`src/rtl/core/dipm_pkg.sv`:
```
// ----------------------------------------------------------------------------
// dipm_pkg
// Shared types, constants and helpers for the display idle power manager.
// ----------------------------------------------------------------------------
package dipm_pkg;

  localparam int unsigned TIME_W           = 32;
  localparam int unsigned SEQ_W            = 32;
  localparam int unsigned MIN_W            = 8;
  localparam int unsigned STYLE_W          = 4;
  localparam int unsigned INTERVAL_W       = 16;
  localparam int unsigned FRAME_NUM_W      = 16;
  localparam int unsigned FRAME_INDEX_BITS_DEF = 16;

  // 255 minutes in milliseconds fits in 24 bits
  localparam int unsigned THR_W            = 24;
  localparam logic [15:0] MS_PER_MINUTE    = 16'd60000;

  // APB register file
  localparam int unsigned APB_DATA_W       = 32;
  localparam int unsigned APB_ADDR_W       = 5;
  localparam int unsigned REG_IDX_W        = 3;

  typedef enum logic [REG_IDX_W-1:0] {
    REG_SAVER_AFTER    = 3'd0,
    REG_DIM_AFTER      = 3'd1,
    REG_OFF_AFTER      = 3'd2,
    REG_SAVER_STYLE    = 3'd3,
    REG_FRAME_INTERVAL = 3'd4
  } reg_idx_t;

  localparam logic [MIN_W-1:0]      SAVER_AFTER_RST    = 8'd5;
  localparam logic [MIN_W-1:0]      DIM_AFTER_RST      = 8'd10;
  localparam logic [MIN_W-1:0]      OFF_AFTER_RST      = 8'd30;
  localparam logic [STYLE_W-1:0]    SAVER_STYLE_RST    = 4'd0;
  localparam logic [INTERVAL_W-1:0] FRAME_INTERVAL_RST = 16'd100;
  localparam logic [STYLE_W-1:0]    SAVER_STYLE_NONE   = 4'd0;

  // Settings seen by the datapath; thresholds are kept in milliseconds
  typedef struct packed {
    logic [THR_W-1:0]      saver_at;
    logic [THR_W-1:0]      dim_at;
    logic [THR_W-1:0]      off_at;
    logic [STYLE_W-1:0]    saver_style;
    logic [INTERVAL_W-1:0] frame_interval;
  } cfg_t;

  // Minutes to milliseconds: one 8x16 constant multiply
  function automatic logic [THR_W-1:0] min_to_ms(input logic [MIN_W-1:0] minutes);
    logic [MIN_W+15:0] prod;
    prod = minutes * MS_PER_MINUTE;
    return prod[THR_W-1:0];
  endfunction

endpackage

```
`src/rtl/core/dipm_if.sv`:
```
// ----------------------------------------------------------------------------
// dipm_if
// Valid/ready channels for tick requests and status results.
// ----------------------------------------------------------------------------
interface dipm_in_if;
  logic        valid;
  logic        ready;
  logic [31:0] now_ms;
  logic [31:0] activity_seq;
  logic        user_activity;
  logic        transport_stopped;

  modport source (
    output valid, now_ms, activity_seq, user_activity, transport_stopped,
    input  ready
  );
  modport sink (
    input  valid, now_ms, activity_seq, user_activity, transport_stopped,
    output ready
  );
endinterface

interface dipm_out_if;
  logic        valid;
  logic        ready;
  logic        display_on;
  logic        display_dim;
  logic        frame_valid;
  logic [15:0] frame_number;
  logic        suppress_ui;
  logic        redraw_request;

  modport source (
    output valid, display_on, display_dim, frame_valid, frame_number,
           suppress_ui, redraw_request,
    input  ready
  );
  modport sink (
    input  valid, display_on, display_dim, frame_valid, frame_number,
           suppress_ui, redraw_request,
    output ready
  );
endinterface

```
`src/rtl/core/dipm_regs.sv`:
```
// ----------------------------------------------------------------------------
// dipm_regs
// APB register file; converts minute thresholds to milliseconds on write.
// ----------------------------------------------------------------------------
module dipm_regs (
  input  logic                               clk,
  input  logic                               rst_n,
  input  logic                               psel,
  input  logic                               penable,
  input  logic                               pwrite,
  input  logic [dipm_pkg::APB_ADDR_W-1:0]    paddr,
  input  logic [dipm_pkg::APB_DATA_W-1:0]    pwdata,
  output logic [dipm_pkg::APB_DATA_W-1:0]    prdata,
  output logic                               pready,
  output dipm_pkg::cfg_t                     cfg
);
  import dipm_pkg::*;

  logic [MIN_W-1:0]      saver_min_r;
  logic [MIN_W-1:0]      dim_min_r;
  logic [MIN_W-1:0]      off_min_r;
  logic [STYLE_W-1:0]    style_r;
  logic [INTERVAL_W-1:0] interval_r;
  logic [THR_W-1:0]      saver_at_r;
  logic [THR_W-1:0]      dim_at_r;
  logic [THR_W-1:0]      off_at_r;
  logic                  wr_en;
  reg_idx_t              idx;

  assign pready = 1'b1;
  assign wr_en  = psel & penable & pwrite;
  assign idx    = reg_idx_t'(paddr[APB_ADDR_W-1:2]);

  always_ff @(posedge clk) begin
    if (!rst_n) begin
      saver_min_r <= SAVER_AFTER_RST;
      dim_min_r   <= DIM_AFTER_RST;
      off_min_r   <= OFF_AFTER_RST;
      style_r     <= SAVER_STYLE_RST;
      interval_r  <= FRAME_INTERVAL_RST;
      saver_at_r  <= min_to_ms(SAVER_AFTER_RST);
      dim_at_r    <= min_to_ms(DIM_AFTER_RST);
      off_at_r    <= min_to_ms(OFF_AFTER_RST);
    end else if (wr_en) begin
      case (idx)
        REG_SAVER_AFTER: begin
          saver_min_r <= pwdata[MIN_W-1:0];
          saver_at_r  <= min_to_ms(pwdata[MIN_W-1:0]);
        end
        REG_DIM_AFTER: begin
          dim_min_r <= pwdata[MIN_W-1:0];
          dim_at_r  <= min_to_ms(pwdata[MIN_W-1:0]);
        end
        REG_OFF_AFTER: begin
          off_min_r <= pwdata[MIN_W-1:0];
          off_at_r  <= min_to_ms(pwdata[MIN_W-1:0]);
        end
        REG_SAVER_STYLE:    style_r    <= pwdata[STYLE_W-1:0];
        REG_FRAME_INTERVAL: interval_r <= pwdata[INTERVAL_W-1:0];
        default: ;
      endcase
    end
  end

  always_comb begin
    case (idx)
      REG_SAVER_AFTER:    prdata = {{(APB_DATA_W-MIN_W){1'b0}}, saver_min_r};
      REG_DIM_AFTER:      prdata = {{(APB_DATA_W-MIN_W){1'b0}}, dim_min_r};
      REG_OFF_AFTER:      prdata = {{(APB_DATA_W-MIN_W){1'b0}}, off_min_r};
      REG_SAVER_STYLE:    prdata = {{(APB_DATA_W-STYLE_W){1'b0}}, style_r};
      REG_FRAME_INTERVAL: prdata = {{(APB_DATA_W-INTERVAL_W){1'b0}}, interval_r};
      default:            prdata = '0;
    endcase
  end

  assign cfg.saver_at       = saver_at_r;
  assign cfg.dim_at         = dim_at_r;
  assign cfg.off_at         = off_at_r;
  assign cfg.saver_style    = style_r;
  assign cfg.frame_interval = interval_r;

endmodule

```
`src/rtl/core/display_idle_power_manager_unit.sv`:
```
// ----------------------------------------------------------------------------
// display_idle_power_manager_unit
// Panel sleep control: power off, dim and screensaver frames from idle time.
// ----------------------------------------------------------------------------
//  channel   | dir | handshake              | payload
//  ----------+-----+------------------------+-----------------------------------
//  in_item   | in  | valid/ready            | now_ms, activity_seq,
//            |     |                        | user_activity, transport_stopped
//  out_item  | out | valid/ready            | display_on, display_dim, frame_valid,
//            |     |                        | frame_number, suppress_ui, redraw_request
//  cfg (APB) | in  | psel/penable, pready=1 | five registers at paddr 4*i
//
//  One request per cycle sustained while out_item.ready stays high; a request
//  is taken into the input register, then its result into the result register.
//  The state update sits between the input register and the result register,
//  so each request sees the state left by the one before it.
//  Synchronous active-low reset clears both valid flags and the idle state; no clearing pass is needed.
//  A stalled result holds the result register; the input register still takes
//  a request until it too is full, then in_item.ready drops.
// ----------------------------------------------------------------------------
module display_idle_power_manager_unit #(
  parameter int unsigned FRAME_INDEX_BITS = dipm_pkg::FRAME_INDEX_BITS_DEF
) (
  input  logic                               clk,
  input  logic                               rst_n,
  dipm_in_if.sink                            in_item,
  dipm_out_if.source                         out_item,
  input  logic                               psel,
  input  logic                               penable,
  input  logic                               pwrite,
  input  logic [dipm_pkg::APB_ADDR_W-1:0]    paddr,
  input  logic [dipm_pkg::APB_DATA_W-1:0]    pwdata,
  output logic [dipm_pkg::APB_DATA_W-1:0]    prdata,
  output logic                               pready
);
  import dipm_pkg::*;

  localparam int unsigned FI_W = FRAME_INDEX_BITS;

  cfg_t cfg;

  dipm_regs u_regs (
    .clk     (clk),
    .rst_n   (rst_n),
    .psel    (psel),
    .penable (penable),
    .pwrite  (pwrite),
    .paddr   (paddr),
    .pwdata  (pwdata),
    .prdata  (prdata),
    .pready  (pready),
    .cfg     (cfg)
  );

  // --------------------------------------------------------------------------
  // Input register
  // --------------------------------------------------------------------------
  logic              in_valid_r;
  logic [TIME_W-1:0] now_r;
  logic [SEQ_W-1:0]  seq_r;
  logic              user_r;
  logic              stopped_r;
  logic              in_fire;
  logic              step_fire;
  logic              out_valid_r;

  // Advance the stage when the result register is empty or being drained
  assign step_fire     = in_valid_r & (~out_valid_r | out_item.ready);
  assign in_item.ready = ~in_valid_r | step_fire;
  assign in_fire       = in_item.valid & in_item.ready;

  always_ff @(posedge clk) begin
    if (!rst_n) begin
      in_valid_r <= 1'b0;
    end else if (in_fire) begin
      in_valid_r <= 1'b1;
    end else if (step_fire) begin
      in_valid_r <= 1'b0;
    end
  end

  always_ff @(posedge clk) begin
    if (in_fire) begin
      now_r     <= in_item.now_ms;
      seq_r     <= in_item.activity_seq;
      user_r    <= in_item.user_activity;
      stopped_r <= in_item.transport_stopped;
    end
  end

  // --------------------------------------------------------------------------
  // Idle state
  // --------------------------------------------------------------------------
  logic [TIME_W-1:0] last_act_r,   last_act_nxt;
  logic              started_r,    started_nxt;
  logic              off_r,        off_nxt;
  logic              dim_r,        dim_nxt;
  logic              saver_r,      saver_nxt;
  logic [FI_W-1:0]   frame_cnt_r,  frame_cnt_nxt;
  logic [TIME_W-1:0] last_frame_r, last_frame_nxt;
  logic [SEQ_W-1:0]  last_seq_r,   last_seq_nxt;

  // Results of this step
  logic              redraw_nxt;
  logic              suppress_nxt;
  logic              fvalid_nxt;
  logic [FI_W-1:0]   fnum_nxt;

  // State after the activity check
  logic              act;
  logic [TIME_W-1:0] last_act_a;
  logic              off_a;
  logic              dim_a;
  logic              saver_a;
  logic [FI_W-1:0]   frame_cnt_a;
  logic [TIME_W-1:0] last_frame_a;
  logic [TIME_W-1:0] idle_ms;
  logic [TIME_W-1:0] since_frame;

  always_comb begin
    // Activity: a new sequence number or the user flag wakes the panel
    act          = (seq_r != last_seq_r) | user_r;
    // The first request after reset starts the idle clock, with or without activity
    last_act_a   = (act | ~started_r) ? now_r : last_act_r;
    off_a        = ~act & off_r;
    dim_a        = ~act & dim_r;
    saver_a      = ~act & saver_r;
    frame_cnt_a  = act ? '0 : frame_cnt_r;
    last_frame_a = act ? now_r : last_frame_r;

    idle_ms      = now_r - last_act_a;
    since_frame  = now_r - last_frame_a;

    last_seq_nxt   = seq_r;
    started_nxt    = 1'b1;
    last_act_nxt   = last_act_a;
    off_nxt        = off_a;
    dim_nxt        = dim_a;
    saver_nxt      = saver_a;
    frame_cnt_nxt  = frame_cnt_a;
    last_frame_nxt = last_frame_a;
    redraw_nxt     = act;
    suppress_nxt   = 1'b0;
    fvalid_nxt     = 1'b0;
    fnum_nxt       = '0;

    if (!stopped_r) begin
      // Running transport cancels any sleep state
      if (off_a | dim_a | saver_a) begin
        last_act_nxt   = now_r;
        frame_cnt_nxt  = '0;
        last_frame_nxt = now_r;
        off_nxt        = 1'b0;
        dim_nxt        = 1'b0;
        saver_nxt      = 1'b0;
        redraw_nxt     = 1'b1;
      end
    end else if (idle_ms >= {{(TIME_W-THR_W){1'b0}}, cfg.off_at}) begin
      // Panel off: dim and saver keep their values, no frame
      off_nxt      = 1'b1;
      suppress_nxt = 1'b1;
    end else begin
      dim_nxt = (idle_ms >= {{(TIME_W-THR_W){1'b0}}, cfg.dim_at});
      if ((cfg.saver_style != SAVER_STYLE_NONE) &&
          (idle_ms >= {{(TIME_W-THR_W){1'b0}}, cfg.saver_at})) begin
        saver_nxt    = 1'b1;
        suppress_nxt = 1'b1;
        if (!saver_a ||
            (since_frame >= {{(TIME_W-INTERVAL_W){1'b0}}, cfg.frame_interval})) begin
          fvalid_nxt     = 1'b1;
          fnum_nxt       = frame_cnt_a;
          frame_cnt_nxt  = frame_cnt_a + FI_W'(1);
          last_frame_nxt = now_r;
        end
      end
    end
  end

  always_ff @(posedge clk) begin
    if (!rst_n) begin
      last_act_r   <= '0;
      started_r    <= 1'b0;
      off_r        <= 1'b0;
      dim_r        <= 1'b0;
      saver_r      <= 1'b0;
      frame_cnt_r  <= '0;
      last_frame_r <= '0;
      last_seq_r   <= '0;
    end else if (step_fire) begin
      last_act_r   <= last_act_nxt;
      started_r    <= started_nxt;
      off_r        <= off_nxt;
      dim_r        <= dim_nxt;
      saver_r      <= saver_nxt;
      frame_cnt_r  <= frame_cnt_nxt;
      last_frame_r <= last_frame_nxt;
      last_seq_r   <= last_seq_nxt;
    end
  end

  // --------------------------------------------------------------------------
  // Result register
  // --------------------------------------------------------------------------
  logic                   display_on_r;
  logic                   display_dim_r;
  logic                   fvalid_r;
  logic [FRAME_NUM_W-1:0] fnum_r;
  logic                   suppress_r;
  logic                   redraw_r;
  logic [FI_W+FRAME_NUM_W-1:0] fnum_ext;

  // Zero-extend or truncate the frame index to the port width
  assign fnum_ext = {{FRAME_NUM_W{1'b0}}, fnum_nxt};

  always_ff @(posedge clk) begin
    if (!rst_n) begin
      out_valid_r <= 1'b0;
    end else if (step_fire) begin
      out_valid_r <= 1'b1;
    end else if (out_item.ready) begin
      out_valid_r <= 1'b0;
    end
  end

  always_ff @(posedge clk) begin
    if (step_fire) begin
      display_on_r  <= ~off_nxt;
      display_dim_r <= dim_nxt;
      fvalid_r      <= fvalid_nxt;
      fnum_r        <= fnum_ext[FRAME_NUM_W-1:0];
      suppress_r    <= suppress_nxt;
      redraw_r      <= redraw_nxt;
    end
  end

  assign out_item.valid          = out_valid_r;
  assign out_item.display_on     = display_on_r;
  assign out_item.display_dim    = display_dim_r;
  assign out_item.frame_valid    = fvalid_r;
  assign out_item.frame_number   = fnum_r;
  assign out_item.suppress_ui    = suppress_r;
  assign out_item.redraw_request = redraw_r;

endmodule

```
`src/flat_wrapper.sv`:
```
// flat-port wrapper written by rule: the top's interface ports become plain ports
module display_idle_power_manager_unit_flat import dipm_pkg::*;
#(
  parameter int unsigned FRAME_INDEX_BITS = dipm_pkg::FRAME_INDEX_BITS_DEF
)
  (clk, rst_n, psel, penable, pwrite, paddr, pwdata, prdata, pready, in_item_valid, in_item_now_ms, in_item_activity_seq, in_item_user_activity, in_item_transport_stopped, in_item_ready, out_item_valid, out_item_display_on, out_item_display_dim, out_item_frame_valid, out_item_frame_number, out_item_suppress_ui, out_item_redraw_request, out_item_ready);
  dipm_in_if in_item_i ();
  dipm_out_if out_item_i ();
  input  logic clk;
  input  logic rst_n;
  input  logic psel;
  input  logic penable;
  input  logic pwrite;
  input  logic [dipm_pkg::APB_ADDR_W-1:0] paddr;
  input  logic [dipm_pkg::APB_DATA_W-1:0] pwdata;
  output logic [dipm_pkg::APB_DATA_W-1:0] prdata;
  output logic pready;
  input wire logic [$bits(in_item_i.valid)-1:0] in_item_valid;
  input wire logic [$bits(in_item_i.now_ms)-1:0] in_item_now_ms;
  input wire logic [$bits(in_item_i.activity_seq)-1:0] in_item_activity_seq;
  input wire logic [$bits(in_item_i.user_activity)-1:0] in_item_user_activity;
  input wire logic [$bits(in_item_i.transport_stopped)-1:0] in_item_transport_stopped;
  output wire logic [$bits(in_item_i.ready)-1:0] in_item_ready;
  output wire logic [$bits(out_item_i.valid)-1:0] out_item_valid;
  output wire logic [$bits(out_item_i.display_on)-1:0] out_item_display_on;
  output wire logic [$bits(out_item_i.display_dim)-1:0] out_item_display_dim;
  output wire logic [$bits(out_item_i.frame_valid)-1:0] out_item_frame_valid;
  output wire logic [$bits(out_item_i.frame_number)-1:0] out_item_frame_number;
  output wire logic [$bits(out_item_i.suppress_ui)-1:0] out_item_suppress_ui;
  output wire logic [$bits(out_item_i.redraw_request)-1:0] out_item_redraw_request;
  input wire logic [$bits(out_item_i.ready)-1:0] out_item_ready;
  assign in_item_i.valid = in_item_valid;
  assign in_item_i.now_ms = in_item_now_ms;
  assign in_item_i.activity_seq = in_item_activity_seq;
  assign in_item_i.user_activity = in_item_user_activity;
  assign in_item_i.transport_stopped = in_item_transport_stopped;
  assign in_item_ready = in_item_i.ready;
  assign out_item_valid = out_item_i.valid;
  assign out_item_display_on = out_item_i.display_on;
  assign out_item_display_dim = out_item_i.display_dim;
  assign out_item_frame_valid = out_item_i.frame_valid;
  assign out_item_frame_number = out_item_i.frame_number;
  assign out_item_suppress_ui = out_item_i.suppress_ui;
  assign out_item_redraw_request = out_item_i.redraw_request;
  assign out_item_i.ready = out_item_ready;
  display_idle_power_manager_unit #(.FRAME_INDEX_BITS(FRAME_INDEX_BITS)) u_core (.clk(clk), .rst_n(rst_n), .in_item(in_item_i), .out_item(out_item_i), .psel(psel), .penable(penable), .pwrite(pwrite), .paddr(paddr), .pwdata(pwdata), .prdata(prdata), .pready(pready));
endmodule
```
`config.mk`:
```
export PLATFORM = sky130hd
export DESIGN_NAME = display_idle_power_manager_unit_flat
export DESIGN_NICKNAME = d
export VERILOG_FILES = /design/src/rtl/core/dipm_pkg.sv /design/src/rtl/core/dipm_if.sv /design/src/rtl/core/dipm_regs.sv /design/src/rtl/core/display_idle_power_manager_unit.sv /design/src/flat_wrapper.sv
export SDC_FILE = /design/constraint.sdc
export NUM_CORES = 1
export LEC_CHECK = 0
export BUFFER_PORTS_ARGS = -buffer_cell sky130_fd_sc_hd__buf_2
export CAP_MARGIN = 5
export CORE_MARGIN = 3
export CORE_UTILIZATION = 25
export CTS_CLUSTER_SIZE = 28
export DETAILED_ROUTE_END_ITERATION = 12
export PLACE_DENSITY = 0.4
export SYNTH_ARGS = -nofsm -noshare
export SYNTH_HDL_FRONTEND = slang
export SYNTH_HIERARCHICAL = 1
export SYNTH_SLANG_ARGS = --single-unit
export TNS_END_PERCENT = 10
```
`constraint.sdc`:
```
create_clock -name clk -period 7.4 [get_ports clk]
set_clock_uncertainty 0.1 [all_clocks]
set_input_delay 1.48 -clock clk [delete_from_list [all_inputs] [get_ports clk]]
set_output_delay 1.48 -clock clk [all_outputs]
set_load 0.02 [all_outputs]
```
==> results.yml, run 1 <==
outcome:
  status: "finished clean"
setup_path:
  crit-reg2reg-capture: "u_core/last_frame_r[0]"
  worst-r2r-cell-count: 34
  cp-end-kind: "flip-flop"
  crit_arrival_ns: 7.45
  crit_type: "reg -> reg"
  critical-path-slowest-cell: "sky130_fd_sc_hd__or4_4"
  critical_path.startpoint_type: "flip-flop"
  worst_path_largest_cell_delay_ns: 0.53
  timing.critical_path.fanout_max: 16
  r2r_start: "u_core/last_seq_nxt[15]"
  worst_ep_required_time_ns: 7.77
  r2r_setup_slack_ns: 0.32
final_layout:
  n_antenna_cell: 0
  nNetsFinal: 2937
  num-fill-cells: 8533
  register_area_mm2: 0.00694
  fin_cells: 3700
  area_delta_synth_final_pct: 18.8
  final_layout_size_suffix_gt1_frac: 0.138
  final_core_utilization: 0.303
  multi_input_area_mm2: 0.0128
global_routing:
  groute.usage.overall: 0.148
  grt_first_pass_wirelength_um: 101000
  grt_pass1_vias: 17592
  grt_antenna_before_repair: 2
  globalRoute.totalOverflow: 0
  maximum_number_of_pins_on_one_net_before_global_route_repair: 103
synth:
  synth_async_sr_flop_share: 0
  post-synth-top-area-cell: "sky130_fd_sc_hd__dfxtp_1"
  synthDominantCellAreaShare: 0.209
  synth.top_cells.by_area: "sky130_fd_sc_hd__dfxtp_1 21%, sky130_fd_sc_hd__edfxtp_1 13%, sky130_fd_sc_hd__ha_1 12%"
  synthDistinctLibCells: 87
  number_of_standard_cells_after_synthesis: 2452
  yosys_warnings: 6
  mean_area_per_synthesized_cell_um2: 8.45
  ys.flop_type: "sky130_fd_sc_hd__dfxtp_1"
  number_of_enable_flip_flop_cells_after_synthesis: 87
  mappedNetlistArea_mm2: 0.0207
  ys_seq_elements: 303
  yosysSeqAreaShare: 0.335
clock_network:
  worst_setup_hold_path_clk_slew_ns: 0.06
  cts_tree: "built"
  clockRootBuffer: "sky130_fd_sc_hd__clkbuf_16"
  cts.sink_count: 303
  cts-buffers-inserted: 41
  clockBufferDepth: 3
  clk-insertion-delay-late_ns: 0.58
  cts_max_level: 2
placement:
  buffer_ports.inserted: 130
  place.gp.congestion: 0.862
  place.detailed.hpwl_um: 49700
  dp.cells: 3610
sta:
  total_negative_slack_ns: 0
  worst_slew_margin_rel: 0.299
  final.min_clock_period_ns: 7.08
  tightestPinTransition_ns: 1.05
  timing_max_transition_violations_final: 0
  setup_viol_count_final: 0
  finalHoldViolCount: 0
  layout_worst_path_cycle_share: 0.956
  fmax_ghz: 0.141
drt:
  routed_wl_um: 66600
  wl_met1_um: 31700
  detail_route.vias_per_cell: 4.86
  detail_route.wl_per_cell_um: 18.0
  met2RoutedLength_um: 30800
  drt_iter0_markers: 860
  dr_total_vias: 17964
  firstDrtPassIters: 5
  drc: 0
  maxUsedRoutingLayer: "met5"
  wl_met3_um: 2910
  count_of_nets_left_with_antenna_violations_after_detail_routing: 0
worst_hold_path:
  hp-class: "reg -> reg"
  worstHoldEndpoint: "u_core/last_frame_r[15]"
  worstHoldPathCells: 2
  hp-start: "u_core/last_frame_r[15]"
floorplanning:
  row_count: 104
  die_outline_area_mm2: 0.0864
  core-area_mm2: 0.0813
  initial_utilization: 0.255
  floorplan.die.height_um: 294
  design.portCount: 166
  die_width_um: 294
power:
  cell_internal_pwr_mw: 3.63
  irDropWorstVdd_v: 0.000147
  leakage_nw: 10.8
  power_frac_seq: 0.338
  sw_frac: 0.330
  clock_power_share: 0.385
  pwr-share-comb: 0.276
  p_switching_mw: 1.79
  p_per_area_mw_per_mm2: 220
job:
  drv.max_cap_violation_count: 0
-- metrics by stage --
stage / power (mW) / setup WS (ns) / hold WS (ns) / instance area, um2
floorplan: 2.86 / 0.357 / 0.336 / 20800
global placement: 3.31 / -0.289 / 0.343 / 22800
detailed placement: 3.34 / -0.188 / 0.349 / 22800
CTS: 5.49 / 0.00360 / 0.356 / 24300
global route: 5.75 / -0.0116 / 0.375 / 24600
finish: 5.42 / 0.324 / 0.355 / 24600
-- critical path, delay by kind of cell, from the launching register on --
kind,cells,cell delay [ns]
fa+ha+maj,2,0.47
simple gates,11,1.91
compound gates,14,2.89
xor+xnor,2,0.39
flops,1,0.43
buf+inv,5,0.76
-- cells in the final DEF, fill, tap and decap left out, types with 81 or more instances in the layout --
master | synthesis | final
sky130_fd_sc_hd__nand2_1 | 399 | 399
sky130_fd_sc_hd__dfxtp_1 | 216 | 216
sky130_fd_sc_hd__ha_1 | 197 | 195
sky130_fd_sc_hd__a21oi_1 | 181 | 177
sky130_fd_sc_hd__inv_1 | 157 | 157
sky130_fd_sc_hd__buf_2 | 6 | 130
sky130_fd_sc_hd__o21ai_0 | 105 | 103
sky130_fd_sc_hd__buf_4 | 38 | 96
sky130_fd_sc_hd__nor2_1 | 92 | 89
sky130_fd_sc_hd__nand3_1 | 88 | 87
sky130_fd_sc_hd__edfxtp_1 | 87 | 87
sky130_fd_sc_hd__mux2i_1 | 81 | 81
-- final cells by class --
| class | instances | area share |
|---|---|---|
| Clock buffer | 57 | 0.0478 |
| Clock inverter | 19 | 0.0104 |
| Inverter | 159 | 0.0243 |
| Multi-Input combinational cell | 1867 | 0.520 |
| Sequential cell | 303 | 0.282 |
| Tap cell | 1060 | 0.0539 |
| Timing Repair Buffer | 235 | 0.0622 |
-- state kept, by name (all words and copies together), names as in the netlist, 4 cells and up --
signal and flops:
u_core/last_act_r 32, u_core/last_frame_r 32, u_core/last_seq_nxt 32, u_core/last_seq_r 32, u_core/now_r 32, u_core/u_regs/dim_at_r 18
u_core/u_regs/off_at_r 18, u_core/u_regs/saver_at_r 18, u_core/frame_cnt_r 16, u_core/out_item.frame_number 16, u_core/u_regs/interval_r 16, u_core/u_regs/dim_min_r 8
u_core/u_regs/off_min_r 8, u_core/u_regs/saver_min_r 8, u_core/u_regs/style_r 4
-- how the worst max path moves through the flow --
stage               slack [ns]                               to               startpoint
global placement         -0.29           u_core/frame_cnt_r[14]  u_core/last_seq_nxt[15]
global route             -0.01           u_core/frame_cnt_r[13]  u_core/last_seq_nxt[15]
CTS                      0.004  u_core/out_item.frame_number[0]  u_core/last_seq_nxt[15]
floorplan                 0.36           u_core/frame_cnt_r[14]   u_core/last_seq_nxt[7]
finish                    0.32           u_core/last_frame_r[0]  u_core/last_seq_nxt[15]
detailed placement       -0.19           u_core/frame_cnt_r[14]  u_core/last_seq_nxt[15]
-- timing repair --
item,CTS,global route
cloned,0,4
gates resized for setup,5,35
hold buffers,0,0
endpoints found under the hold margin,0,0
pin swaps,2,25
setup endpoints to repair,34,71
setup buffers,2,8
-- layer usage --
metal  global-route usage  vias up
li1                     -     8965
met1                0.201     8592
met2                0.247      337
met3               0.0214       68
met4               0.0355        2
met5                    0        -
-- power by group through the flow --
stage	Combinational, mW	Sequential (mW)	Clock, mW
3_5_place_dp	1.47	1.87	0
5_1_grt	1.68	1.84	2.24
6_report	1.50	1.83	2.09
4_1_cts	1.48	1.83	2.17
2_1_floorplan	1.01	1.85	0
3_3_place_gp	1.45	1.87	0
-- Yosys cell counts, drive strengths merged (56+ instances only) --
master	n
edfxtp	87
inv	158
nor2	92
a21o	56
mux2i	81
dfxtp	216
o21ai	116
nand2	400
ha	197
clkbuf	105
a21oi	182
nand3	88
-- cell families after synthesis --
family,synth area share
simple gates,0.198
xor+xnor,0.0363
buf+inv,0.0643
mux,0.0397
compound gates,0.186
other cells,0.000363
flops,0.335
fa+ha+maj,0.141
Power figures use the tool's default switching activity.
==> run 2, diff against run 1 <==
--- a/config.mk
+++ b/config.mk
@@ -14,6 +14,5 @@
 export PLACE_DENSITY = 0.4
 export SYNTH_ARGS = -nofsm -noshare
 export SYNTH_HDL_FRONTEND = slang
-export SYNTH_HIERARCHICAL = 1
 export SYNTH_SLANG_ARGS = --single-unit
 export TNS_END_PERCENT = 10
==> run 2 against run 1 <==
Compared with the run above: sequential share of layout area is 0.66 points higher; cell area is 2.3% lower; cell count is 3.1% lower; synthesized cell count is 5.9% lower; worst hold slack worse by 0.0043 ns; fmax hardly changed; critical endpoint is now u_core.last_frame_r[14]; largest power group unchanged; highest routed layer is now met4.
==> results.yml, run 2 <==
outcome:
  status: "finished clean"
clock_network:
  clockBufferDepth: 3
  clk-insertion-delay-late_ns: 0.56
  cts_max_level: 2
  cts.sink_count: 303
  cts_tree: "built"
  cts-buffers-inserted: 39
  cts_hold_repair.buffers: 0
  worst_setup_hold_path_clk_slew_ns: 0.06
  clockRootBuffer: "sky130_fd_sc_hd__clkbuf_16"
synth:
  dominant_combinational_cell_family_by_area_after_synthesis: "simple AND/OR/NAND/NOR gates"
  synthXorXnorAreaFrac: 0.0392
  mappedNetlistArea_mm2: 0.0199
  number_of_enable_flip_flop_cells_after_synthesis: 87
  synthDominantCellAreaShare: 0.217
  ys_seq_elements: 303
  synth.top_cells.by_area: "sky130_fd_sc_hd__dfxtp_1 22%, sky130_fd_sc_hd__edfxtp_1 13%, sky130_fd_sc_hd__ha_1 12%"
  post-synth-top-area-cell: "sky130_fd_sc_hd__dfxtp_1"
  number_of_standard_cells_after_synthesis: 2307
  yosys_warnings: 0
  synth_commonest_cells: "401 x sky130_fd_sc_hd__nand2_1, 216 x sky130_fd_sc_hd__dfxtp_1, 215 x sky130_fd_sc_hd__a21oi_1, 183 x sky130_fd_sc_hd__ha_1, 151 x sky130_fd_sc_hd__inv_1"
  synth_compound_area_frac: 0.173
  synth-simple-area-share: 0.183
  synth_async_sr_flop_share: 0
  yosys-mux-area-fraction: 0.0574
  mean_area_per_synthesized_cell_um2: 8.63
  yosysSeqAreaShare: 0.349
  yosysMostFrequentCell: "sky130_fd_sc_hd__nand2_1"
  ys.flop_type: "sky130_fd_sc_hd__dfxtp_1"
  adder_and_majority_gate_portion_of_the_synthesized_area: 0.139
  synthDistinctLibCells: 91
power:
  irDropWorstVdd_v: 0.000124
  p_per_area_mw_per_mm2: 215
  sw_frac: 0.325
  cell_internal_pwr_mw: 3.49
  power_frac_seq: 0.352
  clock_power_share: 0.372
  p_switching_mw: 1.68
  pwr-share-comb: 0.276
  leakage_nw: 10.5
job:
  drv.max_cap_violation_count: 0
final_layout:
  register_area_mm2: 0.00694
  layout.cells.most_common_list: "401 x sky130_fd_sc_hd__nand2_1, 216 x sky130_fd_sc_hd__dfxtp_1, 213 x sky130_fd_sc_hd__a21oi_1"
  num-fill-cells: 8252
  n_antenna_cell: 0
  final_layout_size_suffix_gt1_frac: 0.162
  mostFrequentLayoutCell: "sky130_fd_sc_hd__nand2_1"
  multi_input_area_mm2: 0.0121
  area_delta_synth_final_pct: 20.8
  nNetsFinal: 2830
  final_core_utilization: 0.308
setup_path:
  r2r_setup_slack_ns: 0.33
  worst_path_largest_cell_delay_ns: 0.39
  critical-path-top-cell-by-count: "sky130_fd_sc_hd__buf_4"
  timing.critical_path.fanout_max: 8
  r2r_start: "u_core.last_seq_nxt[15]"
  crit_type: "reg -> reg"
  worst_ep_required_time_ns: 7.73
  critical_path.startpoint_type: "flip-flop"
  worst-r2r-cell-count: 33
  crit_arrival_ns: 7.40
  critical_path_startpoint: "u_core.last_seq_nxt[15]"
  cp-end-kind: "flip-flop"
  critical-path-slowest-cell: "sky130_fd_sc_hd__edfxtp_1"
  crit-reg2reg-capture: "u_core.last_frame_r[14]"
placement:
  place.gp.congestion: 0.844
  place.detailed.hpwl_um: 47200
  dp_worst_setup_slack_ns: -0.226
  buffer_ports.inserted: 130
drt:
  drc: 0
  routed_wl_um: 62900
  firstDrtPassIters: 5
  dr_total_vias: 17159
  drt_iter0_markers: 876
  detail_route.vias_per_cell: 4.79
  count_of_nets_left_with_antenna_violations_after_detail_routing: 0
  detail_route.wl_per_cell_um: 17.6
sta:
  final.min_clock_period_ns: 7.07
  tightestPinTransition_ns: 1.11
  total_negative_slack_ns: 0
  timing_max_transition_violations_final: 0
  finalHoldViolCount: 0
  setup_viol_count_final: 0
  layout_worst_path_cycle_share: 0.955
  whs_ns: 0.351
  worst_case_setup_margin_in_the_final_layout_ns: 0.331
  fmax_ghz: 0.141
  worst_slew_margin_rel: 0.258
worst_hold_path:
  hp-class: "reg -> reg"
  worstHoldEndpoint: "u_core.last_act_r[24]"
  hp-start: "u_core.last_act_r[24]"
  worstHoldPathCells: 2
global_routing:
  grt_antenna_before_repair: 1
  grt_pass1_vias: 17359
  groute.usage.overall: 0.147
  globalRoute.totalOverflow: 0
  grt_first_pass_wirelength_um: 97400
  maximum_number_of_pins_on_one_net_before_global_route_repair: 75
floorplanning:
  die_width_um: 288
  row_count: 102
  design.portCount: 166
  initial_utilization: 0.255
  core-area_mm2: 0.0781
  floorplan.die.height_um: 288
  die_outline_area_mm2: 0.0830
==> run 2: cells by family (layout without fill, tap and decap cells) <==
logic type,Yosys count,in the layout
and+or+nand+nor,779,779
muxes,114,114
adders and majority gates,207,207
xor gates and xnor gates,89,89
DFF,303,303
other,2,17
AOI/OAI and AO/OA,536,536
buffers and inverters,277,499
==> run 2: routing by layer <==
metal	global-route usage	wire length, um	part of all wire
met1	0.192	28900	0.46
met2	0.260	31000	0.49
met3	0.0173	1810	0.029
met4	0.0336	1200	0.019
met5	0	0	0
==> run 2: how the worst max path moves through the flow <==
stage	end	slack (ns)	cells after the start
final	u_core.last_frame_r[14]	0.33	33
after detailed placement	u_core.last_frame_r[5]	-0.23	33
after global routing	u_core.last_frame_r[14]	-0.03	33
after floorplan	u_core.frame_cnt_r[14]	0.25	29
after CTS	u_core.frame_cnt_r[8]	0.05	33
after global placement	u_core.last_frame_r[1]	-0.27	33
==> run 2: worst max-delay path, delay by kind of cell, from the launching register on <==
family | cells | cell delay, ns
AND/OR/NAND/NOR | 11 | 2.16
AO/OA/AOI/OAI | 9 | 1.90
buffers and inverters | 7 | 1.06
adder cells (fa/ha/maj) | 3 | 0.83
flip-flops | 1 | 0.39
XOR/XNOR | 2 | 0.29
multiplexers | 1 | 0.16
==> run 2: area by class of cell <==
class                      instances  share of cell area
timing repair buffer             276              0.0760
inverter                         151              0.0237
clock inverter                    21             0.00963
tap                             1040              0.0541
clock buffer                      51              0.0442
sequential                       303               0.288
multi-input combinational       1742               0.504
==> run 2: repair_timing <==
action | 4_1_cts | 5_1_grt
cloned | 0 | 3
pin swaps | 1 | 18
setup endpoints to repair | 55 | 69
gates resized for setup | 7 | 43
buffers inserted | 0 | 5
==> run 2: per-stage QoR <==
step / total power, mW / cell area, um2 / instances
floorplan: 2.77 / 20000 / 2322
global placement: 3.27 / 22400 / 3504
detailed placement: 3.28 / 22400 / 3504
CTS: 5.26 / 23700 / 3576
global route: 5.50 / 24000 / 3584
finish: 5.18 / 24000 / 3584
==> run 2: power by group through the flow <==
| stage | Combinational, mW | Sequential (mW) | Clock (mW) |
|---|---|---|---|
| after floorplan | 0.921 | 1.85 | 0 |
| after global placement | 1.41 | 1.86 | 0 |
| after detailed placement | 1.42 | 1.86 | 0 |
| after CTS | 1.43 | 1.82 | 2.01 |
| after global routing | 1.62 | 1.83 | 2.06 |
| final | 1.43 | 1.82 | 1.92 |
==> run 3, diff against run 2 <==
--- a/config.mk
+++ b/config.mk
@@ -9,6 +9,7 @@
 export CAP_MARGIN = 5
 export CORE_MARGIN = 3
 export CORE_UTILIZATION = 25
+export CTS_BUF_LIST = sky130_fd_sc_hd__clkbuf_8
 export CTS_CLUSTER_SIZE = 28
 export DETAILED_ROUTE_END_ITERATION = 12
 export PLACE_DENSITY = 0.4
==> run 3 against run 2 <==
Compared with the run above: fmax rose by 0.41%; clock power shrank 20%; setup slack gained 0.029 ns; count of clock-buffer cells in the layout is 11 higher; sequential power about the same; die area is the same; sequential cell count unchanged; utilization down 0.34 points; cell area fell by 1.1%; register-to-register slack improved by 0.03 ns; cell count increased by 0.86%; wire length increased by 0.27%; largest cell class unchanged; highest routed layer unchanged.
==> results.yml, run 3 (same netlist as run 2, synthesis figures left out) <==
outcome:
  status: "finished clean"
global_routing:
  grt_pass1_vias: 17465
  groute.usage.overall: 0.148
  globalRoute.totalOverflow: 0
  grt_first_pass_wirelength_um: 97800
  grt_antenna_before_repair: 1
  maximum_number_of_pins_on_one_net_before_global_route_repair: 75
floorplanning:
  row_count: 102
  design.portCount: 166
  initial_utilization: 0.255
  die_width_um: 288
  die_outline_area_mm2: 0.0830
  core-area_mm2: 0.0781
  floorplan.die.height_um: 288
setup_path:
  crit-reg2reg-capture: "u_core.last_frame_r[14]"
  worst_path_largest_cell_delay_ns: 0.41
  worst-r2r-cell-count: 33
  r2r_setup_slack_ns: 0.36
  cp-end-kind: "flip-flop"
  crit_type: "reg -> reg"
  critical_path.startpoint_type: "flip-flop"
  timing.critical_path.fanout_max: 8
  crit_arrival_ns: 7.45
  worst_ep_required_time_ns: 7.81
  critical-path-slowest-cell: "sky130_fd_sc_hd__edfxtp_1"
  critical-path-top-cell-by-count: "sky130_fd_sc_hd__buf_4"
  r2r_start: "u_core.last_seq_nxt[28]"
sta:
  total_negative_slack_ns: 0
  final.min_clock_period_ns: 7.04
  layout_worst_path_cycle_share: 0.951
  worst_slew_margin_rel: 0.258
  setup_viol_count_final: 0
  tightestPinTransition_ns: 1.11
  finalHoldViolCount: 0
  timing_max_transition_violations_final: 0
  fmax_ghz: 0.142
final_layout:
  area_delta_synth_final_pct: 19.5
  final_layout_size_suffix_gt1_frac: 0.165
  nNetsFinal: 2845
  mostFrequentLayoutCell: "sky130_fd_sc_hd__nand2_1"
  fin_cells: 3615
  layout.cells.most_common_list: "401 x sky130_fd_sc_hd__nand2_1, 216 x sky130_fd_sc_hd__dfxtp_1, 213 x sky130_fd_sc_hd__a21oi_1"
  final_design_area_no_fill_mm2: 0.0238
clock_network:
  clockRootBuffer: "sky130_fd_sc_hd__clkbuf_8"
  worst_setup_hold_path_clk_slew_ns: 0.06
  clockBufferDepth: 3
  cts_tree: "built"
  cts.sink_count: 303
  cts-buffers-inserted: 55
  cts_max_level: 2
  clk-insertion-delay-late_ns: 0.68
placement:
  dpl-instance-area_mm2: 0.0224
  dp.cells: 3504
  place.detailed.hpwl_um: 47200
  place.gp.congestion: 0.844
  buffer_ports.inserted: 130
worst_hold_path:
  worstHoldEndpoint: "u_core.last_act_r[22]"
  hp-start: "u_core.last_act_r[22]"
  worstHoldPathCells: 2
  hp-class: "reg -> reg"
drt:
  met2RoutedLength_um: 30800
  wl_met3_um: 2040
  count_of_nets_left_with_antenna_violations_after_detail_routing: 0
  drt_iter0_markers: 886
  drc: 0
  wl_met1_um: 28800
  detail_route.vias_per_cell: 4.79
  routed_wl_um: 63100
  maxUsedRoutingLayer: "met4"
  dr_total_vias: 17303
  detail_route.wl_per_cell_um: 17.5
  firstDrtPassIters: 5
power:
  irDropWorstVdd_v: 0.000115
  leakage_nw: 10.4
  p_per_area_mw_per_mm2: 201
job:
  drv.max_cap_violation_count: 0
## run 3: repair_timing
| action | 4_1_cts | 5_1_grt |
|---|---|---|
| setup buffers | 0 | 4 |
| setup endpoints to repair | 53 | 69 |
| pin swaps | 1 | 18 |
| cloned | 0 | 3 |
| hold buffers | 0 | 0 |
| resized for setup | 7 | 39 |
## run 3: stage by stage
step                      utilization  setup slack, ns  total power, mW  hold slack (ns)
final                           0.304            0.360             4.79            0.353
after global routing            0.304          -0.0261             5.13            0.370
after CTS                       0.301           0.0498             4.87            0.356
after detailed placement        0.287           -0.226             3.28            0.346
after global placement          0.287           -0.273             3.27            0.339
after floorplan                     -            0.247             2.77            0.332
## run 3: metal layers
layer / track usage / up-vias
met5: 0 / -
met4: 0.0405 / 0
met3: 0.0171 / 78
met2: 0.260 / 316
met1: 0.192 / 8305
li1: - / 8604
## run 3: area by class of cell
type                    instances  area, um2
clock buffers                  62        853
clock inverters                40        198
inverters                     151        569
well taps                    1040       1300
diodes                          2       5.00
flip-flops and latches        303       6940
fillers                      8324      54300
multi-input cells            1742      12100
repair buffers                275       1820
## run 3: critical path: cells and delay by family (launching register included)
family / cells / cell delay, ns
fa+ha+maj: 3 / 0.81
simple gates: 11 / 2.09
xor+xnor: 2 / 0.30
flops: 1 / 0.41
compound gates: 9 / 1.88
mux: 1 / 0.16
buf+inv: 7 / 1.05
## run 3: report_power, final
part | switching (mW) | internal [mW]
clock | 0.764 | 0.776
sequential | 0.0501 | 1.77
combinational | 0.865 | 0.561
## run 3: worst max-delay path by stage
stage | startpoint | to | slack [ns] | cells past startpoint
after global placement | u_core.last_seq_nxt[9] | u_core.last_frame_r[1] | -0.27 | 33
after CTS | u_core.last_seq_nxt[9] | u_core.last_frame_r[5] | 0.05 | 33
after floorplan | u_core.last_seq_nxt[17] | u_core.frame_cnt_r[14] | 0.25 | 29
final | u_core.last_seq_nxt[28] | u_core.last_frame_r[14] | 0.36 | 33
after detailed placement | u_core.last_seq_nxt[9] | u_core.last_frame_r[5] | -0.23 | 33
after global routing | u_core.last_seq_nxt[9] | u_core.last_frame_r[14] | -0.03 | 33
